--- config.mk ---
export PLATFORM = sky130hd
export DESIGN_NAME = hbl_ctrl
export DESIGN_NICKNAME = d
export VERILOG_FILES = /design/src/sv/hbl_pkg.sv /design/src/sv/hbl_ctrl.sv
export SDC_FILE = /design/constraint.sdc
export NUM_CORES = 1
export LEC_CHECK = 0
export BUFFER_PORTS_ARGS = -buffer_cell sky130_fd_sc_hd__buf_4
export CORE_MARGIN = 2
export CORE_UTILIZATION = 55
export DETAILED_ROUTE_END_ITERATION = 8
export GPL_TIMING_DRIVEN = 0
export PLACE_DENSITY = 0.83
export SLEW_MARGIN = 30
export SYNTH_ARGS = -nofsm -noshare
export SYNTH_HDL_FRONTEND = slang
export SYNTH_SLANG_ARGS = --single-unit
--- constraint.sdc ---
create_clock -name clk -period 3.26 [get_ports clk]
set_clock_uncertainty 0.05 [all_clocks]
set_input_delay 0.652 -clock clk [delete_from_list [all_inputs] [get_ports clk]]
set_output_delay 0.652 -clock clk [all_outputs]
set_load 0.01 [all_outputs]
--- src/sv/hbl_pkg.sv ---
// ----------------------------------------------------------------------------
// hbl_pkg: shared types and constants for the height map lookup
// Field widths, register codes and the command and status words that pass
// between the controller and the datapath.
// ----------------------------------------------------------------------------
package hbl_pkg;

    // default sizes of the grid store
    localparam int DEF_MAX_POINTS  = 512;
    localparam int DEF_MAX_COLUMNS = 64;

    // field widths
    localparam int CFG_IDX_W  = 3;
    localparam int CFG_DATA_W = 32;
    localparam int POS_W      = 32;
    localparam int HGT_W      = 16;
    localparam int INV_W      = 26;
    localparam int COLS_W     = 7;
    localparam int ROWS_W     = 10;
    localparam int COL_IDX_W  = 6;
    localparam int ROW_IDX_W  = 9;
    localparam int FRAC_W     = 16;

    // derived datapath widths
    localparam int ADDR_W  = 18;
    localparam int PROD_W  = POS_W + INV_W;
    localparam int KRAW_W  = PROD_W - FRAC_W;
    localparam int KIDX_W  = ROWS_W + FRAC_W;
    localparam int WGT_W   = FRAC_W + 1;
    localparam int WPROD_W = 2 * WGT_W;
    localparam int HPROD_W = HGT_W + WPROD_W + 1;
    localparam int ACC_W   = HPROD_W;
    localparam int RQ_W    = ACC_W - 2 * FRAC_W;

    localparam logic [WGT_W-1:0] WGT_ONE    = WGT_W'(1) << FRAC_W;
    localparam logic [ACC_W-1:0] ROUND_HALF = ACC_W'(1) << (2 * FRAC_W - 1);

    // item modes
    localparam logic MODE_WRITE = 1'b0;
    localparam logic MODE_QUERY = 1'b1;

    // configuration register indexes
    typedef enum logic [CFG_IDX_W-1:0] {
        REG_MAP_ENABLE = 3'd0,
        REG_ORIGIN0    = 3'd1,
        REG_ORIGIN1    = 3'd2,
        REG_INV_PITCH0 = 3'd3,
        REG_INV_PITCH1 = 3'd4,
        REG_COLUMNS    = 3'd5,
        REG_ROWS       = 3'd6
    } cfg_reg_t;

    // configuration as seen by the datapath, grid size already limited
    typedef struct packed {
        logic              map_enable;
        logic [POS_W-1:0]  origin0;
        logic [POS_W-1:0]  origin1;
        logic [INV_W-1:0]  inv_pitch0;
        logic [INV_W-1:0]  inv_pitch1;
        logic [COLS_W-1:0] ncol;
        logic [ROWS_W-1:0] nrow;
    } cfg_t;

    // input word payload
    typedef struct packed {
        logic                 mode;
        logic [COL_IDX_W-1:0] column;
        logic [ROW_IDX_W-1:0] row_index;
        logic [HGT_W-1:0]     height_in;
        logic [POS_W-1:0]     pos0;
        logic [POS_W-1:0]     pos1;
    } req_word_t;

    // controller to datapath
    typedef struct packed {
        logic       clear;
        logic       load_in;
        logic       offs;
        logic       write;
        logic       mul0;
        logic       mul1;
        logic       clamp1;
        logic       base;
        logic       acc_clr;
        logic       rd_go;
        logic [1:0] corner;
        logic       mac;
        logic       acc;
        logic       load_out;
    } cmd_t;

    // datapath to controller
    typedef struct packed {
        logic clear_last;
        logic is_query;
        logic map_enable;
    } st_t;

endpackage

--- src/sv/hbl_ctrl.sv ---
// ----------------------------------------------------------------------------
// hbl_ctrl: sequencer of the height map lookup
// Runs the clearing sweep, takes one word at a time, steps the datapath
// through a query and owns the response valid flag.
// ----------------------------------------------------------------------------
module hbl_ctrl (
    input  logic          clk,
    input  logic          rst_n,
    input  logic          req_valid,
    output logic          req_ready,
    output logic          rsp_valid,
    input  logic          rsp_ready,
    input  hbl_pkg::st_t  st,
    output hbl_pkg::cmd_t cmd
);
    import hbl_pkg::*;

    typedef enum logic [8:0] {
        S_CLEAR  = 9'b000000001,
        S_IDLE   = 9'b000000010,
        S_START  = 9'b000000100,
        S_MUL0   = 9'b000001000,
        S_MUL1   = 9'b000010000,
        S_CLAMP1 = 9'b000100000,
        S_BASE   = 9'b001000000,
        S_READ   = 9'b010000000,
        S_FIN    = 9'b100000000
    } state_t;

    localparam int CNT_W = 3;
    localparam logic [CNT_W-1:0] CORNERS   = CNT_W'(4);
    localparam logic [CNT_W-1:0] READ_LAST = CNT_W'(5);

    state_t           state_reg;
    state_t           state_next;
    logic [CNT_W-1:0] cnt_reg;
    logic [CNT_W-1:0] cnt_next;
    logic             out_valid_reg;
    logic             out_valid_next;

    // next state and commands
    always_comb
    begin
        state_next     = state_reg;
        cnt_next       = cnt_reg;
        out_valid_next = out_valid_reg;
        cmd            = '0;
        req_ready      = 1'b0;
        if (rsp_ready)
            out_valid_next = 1'b0;
        case (state_reg)
            S_CLEAR:
            begin
                cmd.clear = 1'b1;
                if (st.clear_last)
                    state_next = S_IDLE;
            end
            S_IDLE:
            begin
                req_ready = 1'b1;
                if (req_valid)
                begin
                    cmd.load_in = 1'b1;
                    state_next  = S_START;
                end
            end
            S_START:
            begin
                cmd.offs  = 1'b1;
                cmd.write = !st.is_query;
                if (!st.is_query || !st.map_enable)
                    state_next = S_FIN;
                else
                    state_next = S_MUL0;
            end
            S_MUL0:
            begin
                cmd.mul0   = 1'b1;
                state_next = S_MUL1;
            end
            S_MUL1:
            begin
                cmd.mul1   = 1'b1;
                state_next = S_CLAMP1;
            end
            S_CLAMP1:
            begin
                cmd.clamp1 = 1'b1;
                state_next = S_BASE;
            end
            S_BASE:
            begin
                cmd.base    = 1'b1;
                cmd.acc_clr = 1'b1;
                cnt_next    = '0;
                state_next  = S_READ;
            end
            S_READ:
            begin
                // read, multiply and accumulate overlap by one corner each
                cmd.rd_go  = (cnt_reg < CORNERS);
                cmd.corner = cnt_reg[1:0];
                cmd.mac    = (cnt_reg >= CNT_W'(1)) && (cnt_reg <= CORNERS);
                cmd.acc    = (cnt_reg >= CNT_W'(2));
                cnt_next   = cnt_reg + CNT_W'(1);
                if (cnt_reg == READ_LAST)
                    state_next = S_FIN;
            end
            S_FIN:
            begin
                if (!out_valid_reg || rsp_ready)
                begin
                    cmd.load_out   = 1'b1;
                    out_valid_next = 1'b1;
                    state_next     = S_IDLE;
                end
            end
            default:
            begin
                state_next = S_IDLE;
            end
        endcase
    end

    // control registers
    always_ff @(posedge clk or negedge rst_n)
    begin
        if (!rst_n)
        begin
            state_reg     <= S_CLEAR;
            cnt_reg       <= '0;
            out_valid_reg <= 1'b0;
        end
        else
        begin
            state_reg     <= state_next;
            cnt_reg       <= cnt_next;
            out_valid_reg <= out_valid_next;
        end
    end

    assign rsp_valid = out_valid_reg;

    // one word in flight: ready drops after a word is taken
    a_one_word: assert property (@(posedge clk) disable iff (!rst_n)
        (req_valid && req_ready) |=> !req_ready)
        else $error("word accepted while another is in flight");

    // nothing is taken before the store is cleared
    a_clear_block: assert property (@(posedge clk) disable iff (!rst_n)
        (state_reg == S_CLEAR) |-> !req_ready)
        else $error("word accepted during clearing sweep");

    // single memory port
    a_mem_port: assert property (@(posedge clk) disable iff (!rst_n)
        $onehot0({cmd.clear, cmd.write, cmd.rd_go}))
        else $error("memory port used twice in one cycle");

    // accumulate follows the multiply of the same corner
    a_mac_align: assert property (@(posedge clk) disable iff (!rst_n)
        cmd.acc |-> $past(cmd.mac))
        else $error("accumulate without a preceding multiply");

endmodule

**Yosys cells after proc, flatten, opt, wreduce, memory -nomap -nowiden**

Index checks and enable logic that the tools add are counted.

- Register bits: 13
- Bits of input ports: 7
- Output and inout port bits: 17

- Add/sub/neg operators: 1
- $lt $le $gt $ge: 4
- Equality and inequality tests: 14
- Multiplexer cells: 22
- Reductions and logical operators: 8

Operators by type and width:

| cell | count |
|---|---|
| one-hot mux 9 bit (9 select lines) | 1 |
| two-way mux 9 bit | 5 |
| two-way mux 1 bit | 12 |
| == test 9 x 1 -> 1 bit, second input constant | 1 |
| == test 9 x 2 -> 1 bit, second input constant | 1 |
| == test 9 x 3 -> 1 bit, second input constant | 1 |
| == test 9 x 4 -> 1 bit, second input constant | 1 |
| == test 9 x 5 -> 1 bit, second input constant | 1 |
| == test 9 x 6 -> 1 bit, second input constant | 1 |
| == test 9 x 7 -> 1 bit, second input constant | 1 |
| == test 9 x 8 -> 1 bit, second input constant | 1 |
| == test 9 bit, second input constant | 1 |
| != test 2 bit, second input constant | 4 |
| one-hot mux 3 bit (2 select lines) | 1 |
| two-way mux 5 bit | 1 |
| two-way mux 2 bit | 2 |
| AND reduction 4 bit | 1 |
| adder 3 x 1 -> 3 bit, second input constant | 1 |
| == test 3 bit, second input constant | 1 |
| greater-or-equal comparator 3 x 1 -> 1 bit, second input constant | 1 |
| greater-or-equal comparator 3 x 2 -> 1 bit, second input constant | 1 |
| <= comparator 3 bit, second input constant | 1 |
| zero test 1 bit | 3 |
| less-than comparator 3 bit, second input constant | 1 |
| other kinds (3) | 4 |

**Logic depth before layout (Yosys ltp)**

Gate-level depths: netlist of the first run.

- Depth in word-level cells: 4
- Mapped depth: 6

**Worst setup path before layout of the first run**

OpenSTA, ideal clock, no wires.

- Path kind: reg2out
- Start point: reg state_reg[2]
- End point: out cmd[7] (netlist bit)
- Arrival: 1.663 ns
- Data required time: 2.558 ns
- Slack: 0.895 ns
- Stages on the path, launching flop included: 6
- Buffers on the path: 2
- Path through: dfrtp_1 buf_6 or4_4 or2_4 nor2_1 buf_4

RTL lines:

| what | line | RTL |
|---|---|---|
| from (decl) | hbl_ctrl.sv:34 | `state_t state_reg;` |
| from (signal assigned) | hbl_ctrl.sv:136 | `state_reg <= state_next;` |
| to (decl) | hbl_ctrl.sv:14 | `output hbl_pkg::cmd_t cmd` |

==> impl_metrics.xml, run 1 <==
<?xml version="1.0" encoding="UTF-8"?>
<metrics>
  <group name="outcome">
    <metric name="result_of_the_run" unit="">finished, final reports clean</metric>
  </group>
  <group name="timing">
    <metric name="final.period_utilization" unit="%">90.5</metric>
    <metric name="slew_violations" unit="">0</metric>
    <metric name="timing.slew.headroom" unit="%">50.2</metric>
    <metric name="rsz0062_at_grt" unit="">no</metric>
    <metric name="fmax" unit="MHz">339</metric>
    <metric name="finalCriticalPeriod" unit="ns">2.95</metric>
    <metric name="setup_tns" unit="ns">0</metric>
    <metric name="total_setup_violations_reported_at_the_end_of_the_flow" unit="">0</metric>
    <metric name="finalHoldViolCount" unit="">0</metric>
    <metric name="max_slew.worst_pin.slew" unit="ns">0.740</metric>
  </group>
  <group name="routing">
    <metric name="top_signal_layer_used" unit="">met4</metric>
    <metric name="detail_route.vias_per_cell" unit="">5.83</metric>
    <metric name="route.vias.total" unit="">869</metric>
    <metric name="met2_wirelength" unit="um">967</metric>
    <metric name="dr.first_iter.drc_count" unit="">15</metric>
    <metric name="firstDrtPassIters" unit="">5</metric>
    <metric name="route.antenna.remaining_nets" unit="">0</metric>
    <metric name="routed_wirelength" unit="um">2060</metric>
    <metric name="drcViolationCount" unit="">0</metric>
    <metric name="wl_met3" unit="um">78</metric>
    <metric name="detail_route.wirelength.met1" unit="um">964</metric>
    <metric name="wl_per_cell" unit="um">13.8</metric>
  </group>
  <group name="worst_setup_path">
    <metric name="cp_top_family" unit="">simple AND/OR/NAND/NOR gates</metric>
    <metric name="type_of_the_worst_setup_path" unit="">flop to output port</metric>
    <metric name="startpoint" unit="">state_reg[7]</metric>
    <metric name="critPathCaptureType" unit="">output port</metric>
    <metric name="cp_data_arrival_time" unit="ns">2.25</metric>
    <metric name="cp_max_fanout" unit="">9</metric>
    <metric name="critical_path.n_buffers_inverters" unit="">2</metric>
    <metric name="worst_ep_required_time" unit="ns">2.56</metric>
    <metric name="critical_path.startpoint_type" unit="">flop</metric>
    <metric name="critical_path.max_stage_delay" unit="ns">0.64</metric>
    <metric name="r2r_setup_slack" unit="ns">1.12</metric>
    <metric name="crit_path_top_delay_cell" unit="">nor3_1</metric>
    <metric name="cp_cell_sequence" unit="">clkbuf_1 -&gt; nor3_1 -&gt; nand2_1 -&gt; nor2_1 -&gt; and2_1 -&gt; buf_4</metric>
    <metric name="crit-reg2reg-launch" unit="">state_reg[7]</metric>
  </group>
  <group name="logic_synthesis">
    <metric name="synth_top_cells_by_area" unit="">dfrtp_1 (33%), nor2_1 (7.1%), ha_1 (4.2%)</metric>
    <metric name="post-synth-top-area-fraction" unit="%">33.3</metric>
    <metric name="synth_area_per_cell" unit="um2">8.50</metric>
    <metric name="postSynthCellCount" unit="">106</metric>
    <metric name="syn-cell-area" unit="um2">901</metric>
    <metric name="ys_warn_count" unit="">0</metric>
    <metric name="synth_flop_cell" unit="">dfrtp_1</metric>
    <metric name="synthesis.nets" unit="">116</metric>
    <metric name="post_synth_num_cell_types" unit="">35</metric>
    <metric name="postSynth.asyncResetShare" unit="%">100</metric>
    <metric name="synth.ff_latch_count" unit="">13</metric>
    <metric name="ys_seq_area_share" unit="%">36.3</metric>
    <metric name="synth_enable_flop_cells" unit="">0</metric>
    <metric name="synth.largest_area_cell" unit="">dfrtp_1</metric>
  </group>
  <group name="cts">
    <metric name="htree_num_levels" unit="">1</metric>
    <metric name="cts_tree" unit="">built</metric>
    <metric name="inserted_clock_buffers" unit="">3</metric>
    <metric name="clkLatencyLatePin" unit="ns">0.28</metric>
    <metric name="clkSlewWorstSetupHoldPaths" unit="ns">0.08</metric>
    <metric name="post_cts_resized" unit="">0</metric>
    <metric name="cts.sinks" unit="">13</metric>
    <metric name="clockBufferDepth" unit="">2</metric>
    <metric name="cts_root_buffer" unit="">clkbuf_4</metric>
    <metric name="ctsHoldBuffers" unit="">0</metric>
    <metric name="post_cts.repair.setup_buffers" unit="">0</metric>
  </group>
  <group name="layout">
    <metric name="instances_no_fill" unit="">149</metric>
    <metric name="fill_cells" unit="">131</metric>
    <metric name="largest_reg_flops" unit="">9</metric>
    <metric name="antenna_cells_inserted" unit="">0</metric>
    <metric name="nNetsFinal" unit="">144</metric>
    <metric name="drive_gt1_share" unit="%">24.1</metric>
    <metric name="flow.area_growth_from_synthesis" unit="%">24.3</metric>
  </group>
  <group name="die">
    <metric name="fp.dieArea" unit="um2">1980</metric>
    <metric name="ios" unit="">24</metric>
    <metric name="placeableCoreArea" unit="um2">1520</metric>
    <metric name="std_cell_rows" unit="">14</metric>
    <metric name="floorplan.die.height" unit="um">44.5</metric>
    <metric name="die_width" unit="um">44.5</metric>
    <metric name="floorplan.initialDensity" unit="%">59.1</metric>
  </group>
  <group name="pwr">
    <metric name="power.share.clock" unit="%">17.0</metric>
    <metric name="ir_drop" unit="uV">381</metric>
    <metric name="power.share.switching" unit="%">39.4</metric>
    <metric name="cell_pwr_density" unit="nW/um2">542</metric>
    <metric name="internal_power" unit="uW">368</metric>
    <metric name="power.share.combinational" unit="%">50.0</metric>
    <metric name="pwr-share-seq" unit="%">33.0</metric>
    <metric name="switching_power" unit="uW">239</metric>
    <metric name="leakagePower" unit="nW">0.567</metric>
  </group>
  <group name="global_route">
    <metric name="number_of_global_route_vias_before_repair" unit="">757</metric>
    <metric name="grt_pass1_wl" unit="um">3420</metric>
    <metric name="gr-usage-all-layers" unit="%">24.3</metric>
    <metric name="initial_antenna_violation_count" unit="">0</metric>
    <metric name="grt_max_degree" unit="">14</metric>
    <metric name="total_congestion_overflow" unit="">0</metric>
  </group>
  <group name="placed_design">
    <metric name="portBuffers" unit="">23</metric>
    <metric name="placed_instance_count" unit="">145</metric>
    <metric name="place.gp.congestion" unit="">0.826</metric>
    <metric name="hpwl" unit="um">1590</metric>
  </group>
  <group name="worst_hold_path">
    <metric name="hold_path.class" unit="">input pin to asynchronous set/reset pin</metric>
  </group>
  <group name="job">
    <metric name="cap_violations" unit="">0</metric>
  </group>
</metrics>
## kinds of logic after synthesis
| logic type | synth area share [%] |
|---|---|
| simple gates | 36.4 |
| compound gates | 13.5 |
| flops | 36.3 |
| buf+inv | 5.42 |
| fa+ha+maj | 4.17 |
| xor+xnor | 1.94 |
| mux | 2.36 |
## worst register-to-register path, stage by stage, from the launching register on
cell and delay (ns):
dfrtp_1 0.37, clkbuf_1 0.20, nor3_1 0.64, o2111ai_1 0.29, o211ai_2 0.14, mux2_1 0.33
## power groups by stage
stage / logic (mW) / clock network, mW / registers [mW]
2_1_floorplan: 0.212 / 0 / 0.201
3_3_place_gp: 0.294 / 0 / 0.202
3_5_place_dp: 0.300 / 0 / 0.203
4_1_cts: 0.302 / 0.107 / 0.200
5_1_grt: 0.339 / 0.111 / 0.204
6_report: 0.303 / 0.103 / 0.200
## final cells by class
| type | count | area [um2] | area share, % |
|---|---|---|---|
| plain buffers | 6 | 33.8 | 3.02 |
| clock buffers | 4 | 26.3 | 2.35 |
| inverters | 4 | 15.0 | 1.34 |
| multi-input cells | 83 | 526 | 46.9 |
| flip-flops and latches | 13 | 327 | 29.2 |
| well taps | 16 | 20.0 | 1.79 |
| repair buffers | 23 | 173 | 15.4 |
## layout by cell type (no fill, tap or decap), types with 3 or more instances in the layout
cell type  Yosys  layout
o21ai_0        5       5
nor2b_1        5       5
dfrtp_1       12      12
nor3b_1        4       4
nor2_1        17      17
nand4_1        3       3
clkbuf_1       4       5
nor4b_1        3       3
inv_1          4       4
nor3_1         5       5
nand2_1        9       9
clkbuf_4       0       3
a21oi_1        3       3
ha_1           3       3
buf_4          1      24
## final timing paths
kind                                end  depth (start not counted)
max                             cmd[13]                          6
min                        state_reg[7]                          1
max reg2reg                state_reg[1]                          5
min reg2reg                   rsp_valid                          2
max in group asynchronous  state_reg[0]                          1
min in group clk           state_reg[0]                          2
## synth_stat cells (2+ instances only)
master and n:
and4b_1 2, nor2b_1 5, nor2_1 17, and3_1 2, ha_1 3, nor4_1 2, dfrtp_1 12, nor3b_1 4
a22oi_1 2, and2_1 2, xor2_1 2, inv_1 4, a21oi_1 3, nor3_1 5, nor4b_1 3, nand2_1 9
o21ai_0 5, o2bb2ai_1 2, clkbuf_1 4, nand4_1 3
## metal layers
metal | vias up | track usage, %
li1 | 440 | -
met1 | 403 | 32.6
met2 | 21 | 36.8
met3 | 5 | 3.67
met4 | 0 | 14.5
met5 | - | 0
## through the flow
stage	cell area [um2]	hold WS [ns]	worst slack, ns	total power, mW	utilization, %
3_3_place_gp	1090	0.452	0.765	0.496	71.8
4_1_cts	1120	0.143	0.342	0.608	73.5
6_report	1120	0.145	0.311	0.607	73.5
3_5_place_dp	1090	0.455	0.658	0.503	71.8
2_1_floorplan	901	0.306	0.895	0.413	-
5_1_grt	1120	0.148	0.100	0.654	73.5
Power figures use the tool's default switching activity.
==> run 2, diff against run 1 <==
Settings changed: PLACE_DENSITY 0.83 to unset, PLACE_DENSITY_LB_ADDON set to 0.3.
==> run 2 against run 1 <==
  * Clock-buffer cell count unchanged
  * Sequential power about the same
  * Fmax fell by 2.2%
  * Largest cell class unchanged
  * Global-route usage is 1.2 points lower
  * Total power decreased by 1.3%
  * Utilization did not move
==> impl_metrics.xml, run 2 (synthesized netlist as in run 1, its figures left out) <==
<?xml version="1.0" encoding="UTF-8"?>
<metrics>
  <group name="outcome">
    <metric name="result_of_the_run" unit="">finished, final reports clean</metric>
  </group>
  <group name="routing">
    <metric name="drcViolationCount" unit="">0</metric>
    <metric name="dr.first_iter.drc_count" unit="">11</metric>
    <metric name="firstDrtPassIters" unit="">4</metric>
    <metric name="route.antenna.remaining_nets" unit="">0</metric>
    <metric name="wl_per_cell" unit="um">13.6</metric>
    <metric name="detail_route.vias_per_cell" unit="">5.90</metric>
    <metric name="route.vias.total" unit="">879</metric>
    <metric name="routed_wirelength" unit="um">2030</metric>
  </group>
  <group name="die">
    <metric name="placeableCoreArea" unit="um2">1520</metric>
    <metric name="floorplan.die.height" unit="um">44.5</metric>
    <metric name="ios" unit="">24</metric>
    <metric name="floorplan.initialDensity" unit="%">59.1</metric>
    <metric name="std_cell_rows" unit="">14</metric>
    <metric name="die_width" unit="um">44.5</metric>
    <metric name="fp.dieArea" unit="um2">1980</metric>
  </group>
  <group name="cts">
    <metric name="htree_num_levels" unit="">1</metric>
    <metric name="ctsHoldBuffers" unit="">0</metric>
    <metric name="post_cts_resized" unit="">0</metric>
    <metric name="cts.sinks" unit="">13</metric>
    <metric name="cts_root_buffer" unit="">clkbuf_4</metric>
    <metric name="clockBufferDepth" unit="">2</metric>
    <metric name="post_cts.repair.setup_buffers" unit="">0</metric>
    <metric name="inserted_clock_buffers" unit="">3</metric>
    <metric name="clkSlewWorstSetupHoldPaths" unit="ns">0.07</metric>
    <metric name="cts_tree" unit="">built</metric>
    <metric name="clkLatencyLatePin" unit="ns">0.27</metric>
  </group>
  <group name="timing">
    <metric name="max_slew.worst_pin.slew" unit="ns">0.828</metric>
    <metric name="finalHoldViolCount" unit="">0</metric>
    <metric name="rsz0062_at_grt" unit="">no</metric>
    <metric name="slew_violations" unit="">0</metric>
    <metric name="timing.slew.headroom" unit="%">44.4</metric>
    <metric name="total_setup_violations_reported_at_the_end_of_the_flow" unit="">0</metric>
    <metric name="setup_tns" unit="ns">0</metric>
    <metric name="finalCriticalPeriod" unit="ns">3.02</metric>
    <metric name="final.period_utilization" unit="%">92.5</metric>
    <metric name="fmax" unit="MHz">332</metric>
  </group>
  <group name="global_route">
    <metric name="grt_pass1_wl" unit="um">3330</metric>
    <metric name="number_of_global_route_vias_before_repair" unit="">810</metric>
    <metric name="grt_max_degree" unit="">14</metric>
    <metric name="total_congestion_overflow" unit="">0</metric>
    <metric name="gr-usage-all-layers" unit="%">23.2</metric>
    <metric name="initial_antenna_violation_count" unit="">0</metric>
  </group>
  <group name="layout">
    <metric name="nNetsFinal" unit="">144</metric>
    <metric name="largest_reg_flops" unit="">9</metric>
    <metric name="flow.area_growth_from_synthesis" unit="%">24.3</metric>
    <metric name="final_core_utilization" unit="%">73.5</metric>
    <metric name="drive_gt1_share" unit="%">24.1</metric>
    <metric name="antenna_cells_inserted" unit="">0</metric>
    <metric name="layout.cells.most_common_list" unit="">buf_4 (24), nor2_1 (17), dfrtp_1 (12)</metric>
    <metric name="instances_no_fill" unit="">149</metric>
    <metric name="mostFrequentLayoutCell" unit="">buf_4</metric>
  </group>
  <group name="worst_hold_path">
    <metric name="hold_path.class" unit="">input pin to asynchronous set/reset pin</metric>
  </group>
  <group name="pwr">
    <metric name="ir_drop" unit="uV">440</metric>
    <metric name="power.share.combinational" unit="%">50.7</metric>
    <metric name="internal_power" unit="uW">368</metric>
    <metric name="leakagePower" unit="nW">0.567</metric>
    <metric name="pwr-share-seq" unit="%">33.5</metric>
    <metric name="switching_power" unit="uW">231</metric>
    <metric name="cell_pwr_density" unit="nW/um2">535</metric>
    <metric name="power.share.switching" unit="%">38.6</metric>
    <metric name="power.share.clock" unit="%">15.8</metric>
  </group>
  <group name="placed_design">
    <metric name="portBuffers" unit="">23</metric>
    <metric name="placed_instance_count" unit="">145</metric>
    <metric name="place.gp.congestion" unit="">0.890</metric>
    <metric name="hpwl" unit="um">1620</metric>
  </group>
  <group name="worst_setup_path">
    <metric name="critPathCaptureType" unit="">output port</metric>
    <metric name="critical_path.max_stage_delay" unit="ns">0.72</metric>
    <metric name="critical_path.startpoint_type" unit="">flop</metric>
    <metric name="worst_ep_required_time" unit="ns">2.56</metric>
    <metric name="cp_data_arrival_time" unit="ns">2.31</metric>
    <metric name="crit_path_top_delay_cell" unit="">nor3_1</metric>
    <metric name="cp_cell_sequence" unit="">clkbuf_1 -&gt; nor3_1 -&gt; nand2_1 -&gt; nor4b_1 -&gt; buf_4</metric>
    <metric name="cp_max_fanout" unit="">9</metric>
    <metric name="type_of_the_worst_setup_path" unit="">flop to output port</metric>
  </group>
  <group name="job">
    <metric name="cap_violations" unit="">0</metric>
  </group>
</metrics>
## run 2: power groups by stage
| stage | logic (mW) | clock network (mW) | registers (mW) |
|---|---|---|---|
| after floorplan | 0.212 | 0 | 0.201 |
| after global placement | 0.292 | 0 | 0.202 |
| after detailed placement | 0.302 | 0 | 0.204 |
| after CTS | 0.305 | 0.0980 | 0.200 |
| after global routing | 0.338 | 0.105 | 0.203 |
| final | 0.304 | 0.0949 | 0.201 |
## run 2: final cells by class
cell class / instances / area, um2
well taps: 16 / 20.0
flip-flops and latches: 13 / 327
multi-input cells: 83 / 526
clock buffers: 4 / 26.3
fillers: 116 / 404
plain buffers: 6 / 33.8
inverters: 4 / 15.0
repair buffers: 23 / 173
## run 2: per-stage QoR
| stage | power (mW) | area [um2] | hold WS, ns | setup WS [ns] |
|---|---|---|---|---|
| detailed placement | 0.506 | 1090 | 0.453 | 0.603 |
| finish | 0.599 | 1120 | 0.155 | 0.245 |
| global route | 0.646 | 1120 | 0.155 | 0.0262 |
| CTS | 0.603 | 1120 | 0.156 | 0.282 |
| floorplan | 0.413 | 901 | 0.306 | 0.895 |
| global placement | 0.494 | 1090 | 0.453 | 0.721 |
## run 2: per-layer routing
| metal | GRT usage [%] | up-vias | routed length, um |
|---|---|---|---|
| li1 | - | 434 | - |
| met1 | 26.2 | 417 | 899 |
| met2 | 41.7 | 24 | 1000 |
| met3 | 7.35 | 4 | 109 |
| met4 | 5.45 | 0 | 15 |
| met5 | 0 | - | 0 |
## run 2: worst max-delay path, delay by kind of cell (launching register included)
family	cells	cell delay, ns
buffers and inverters	2	0.38
flip-flops	1	0.36
AND/OR/NAND/NOR	3	1.31
## run 2: final timing paths
path | start | endpoint | slack [ns] | cells after the start
max | state_reg[7] | cmd[10] | 0.24 | 5
max in group asynchronous | rst_n | state_reg[0] | 2.78 | 1
min in group clk | st[2] | state_reg[0] | 0.45 | 2
max reg2reg | state_reg[7] | state_reg[1] | 1.00 | 5
min reg2reg | rsp_valid | rsp_valid | 0.50 | 2
min | rst_n | cnt_reg[2] | 0.15 | 1
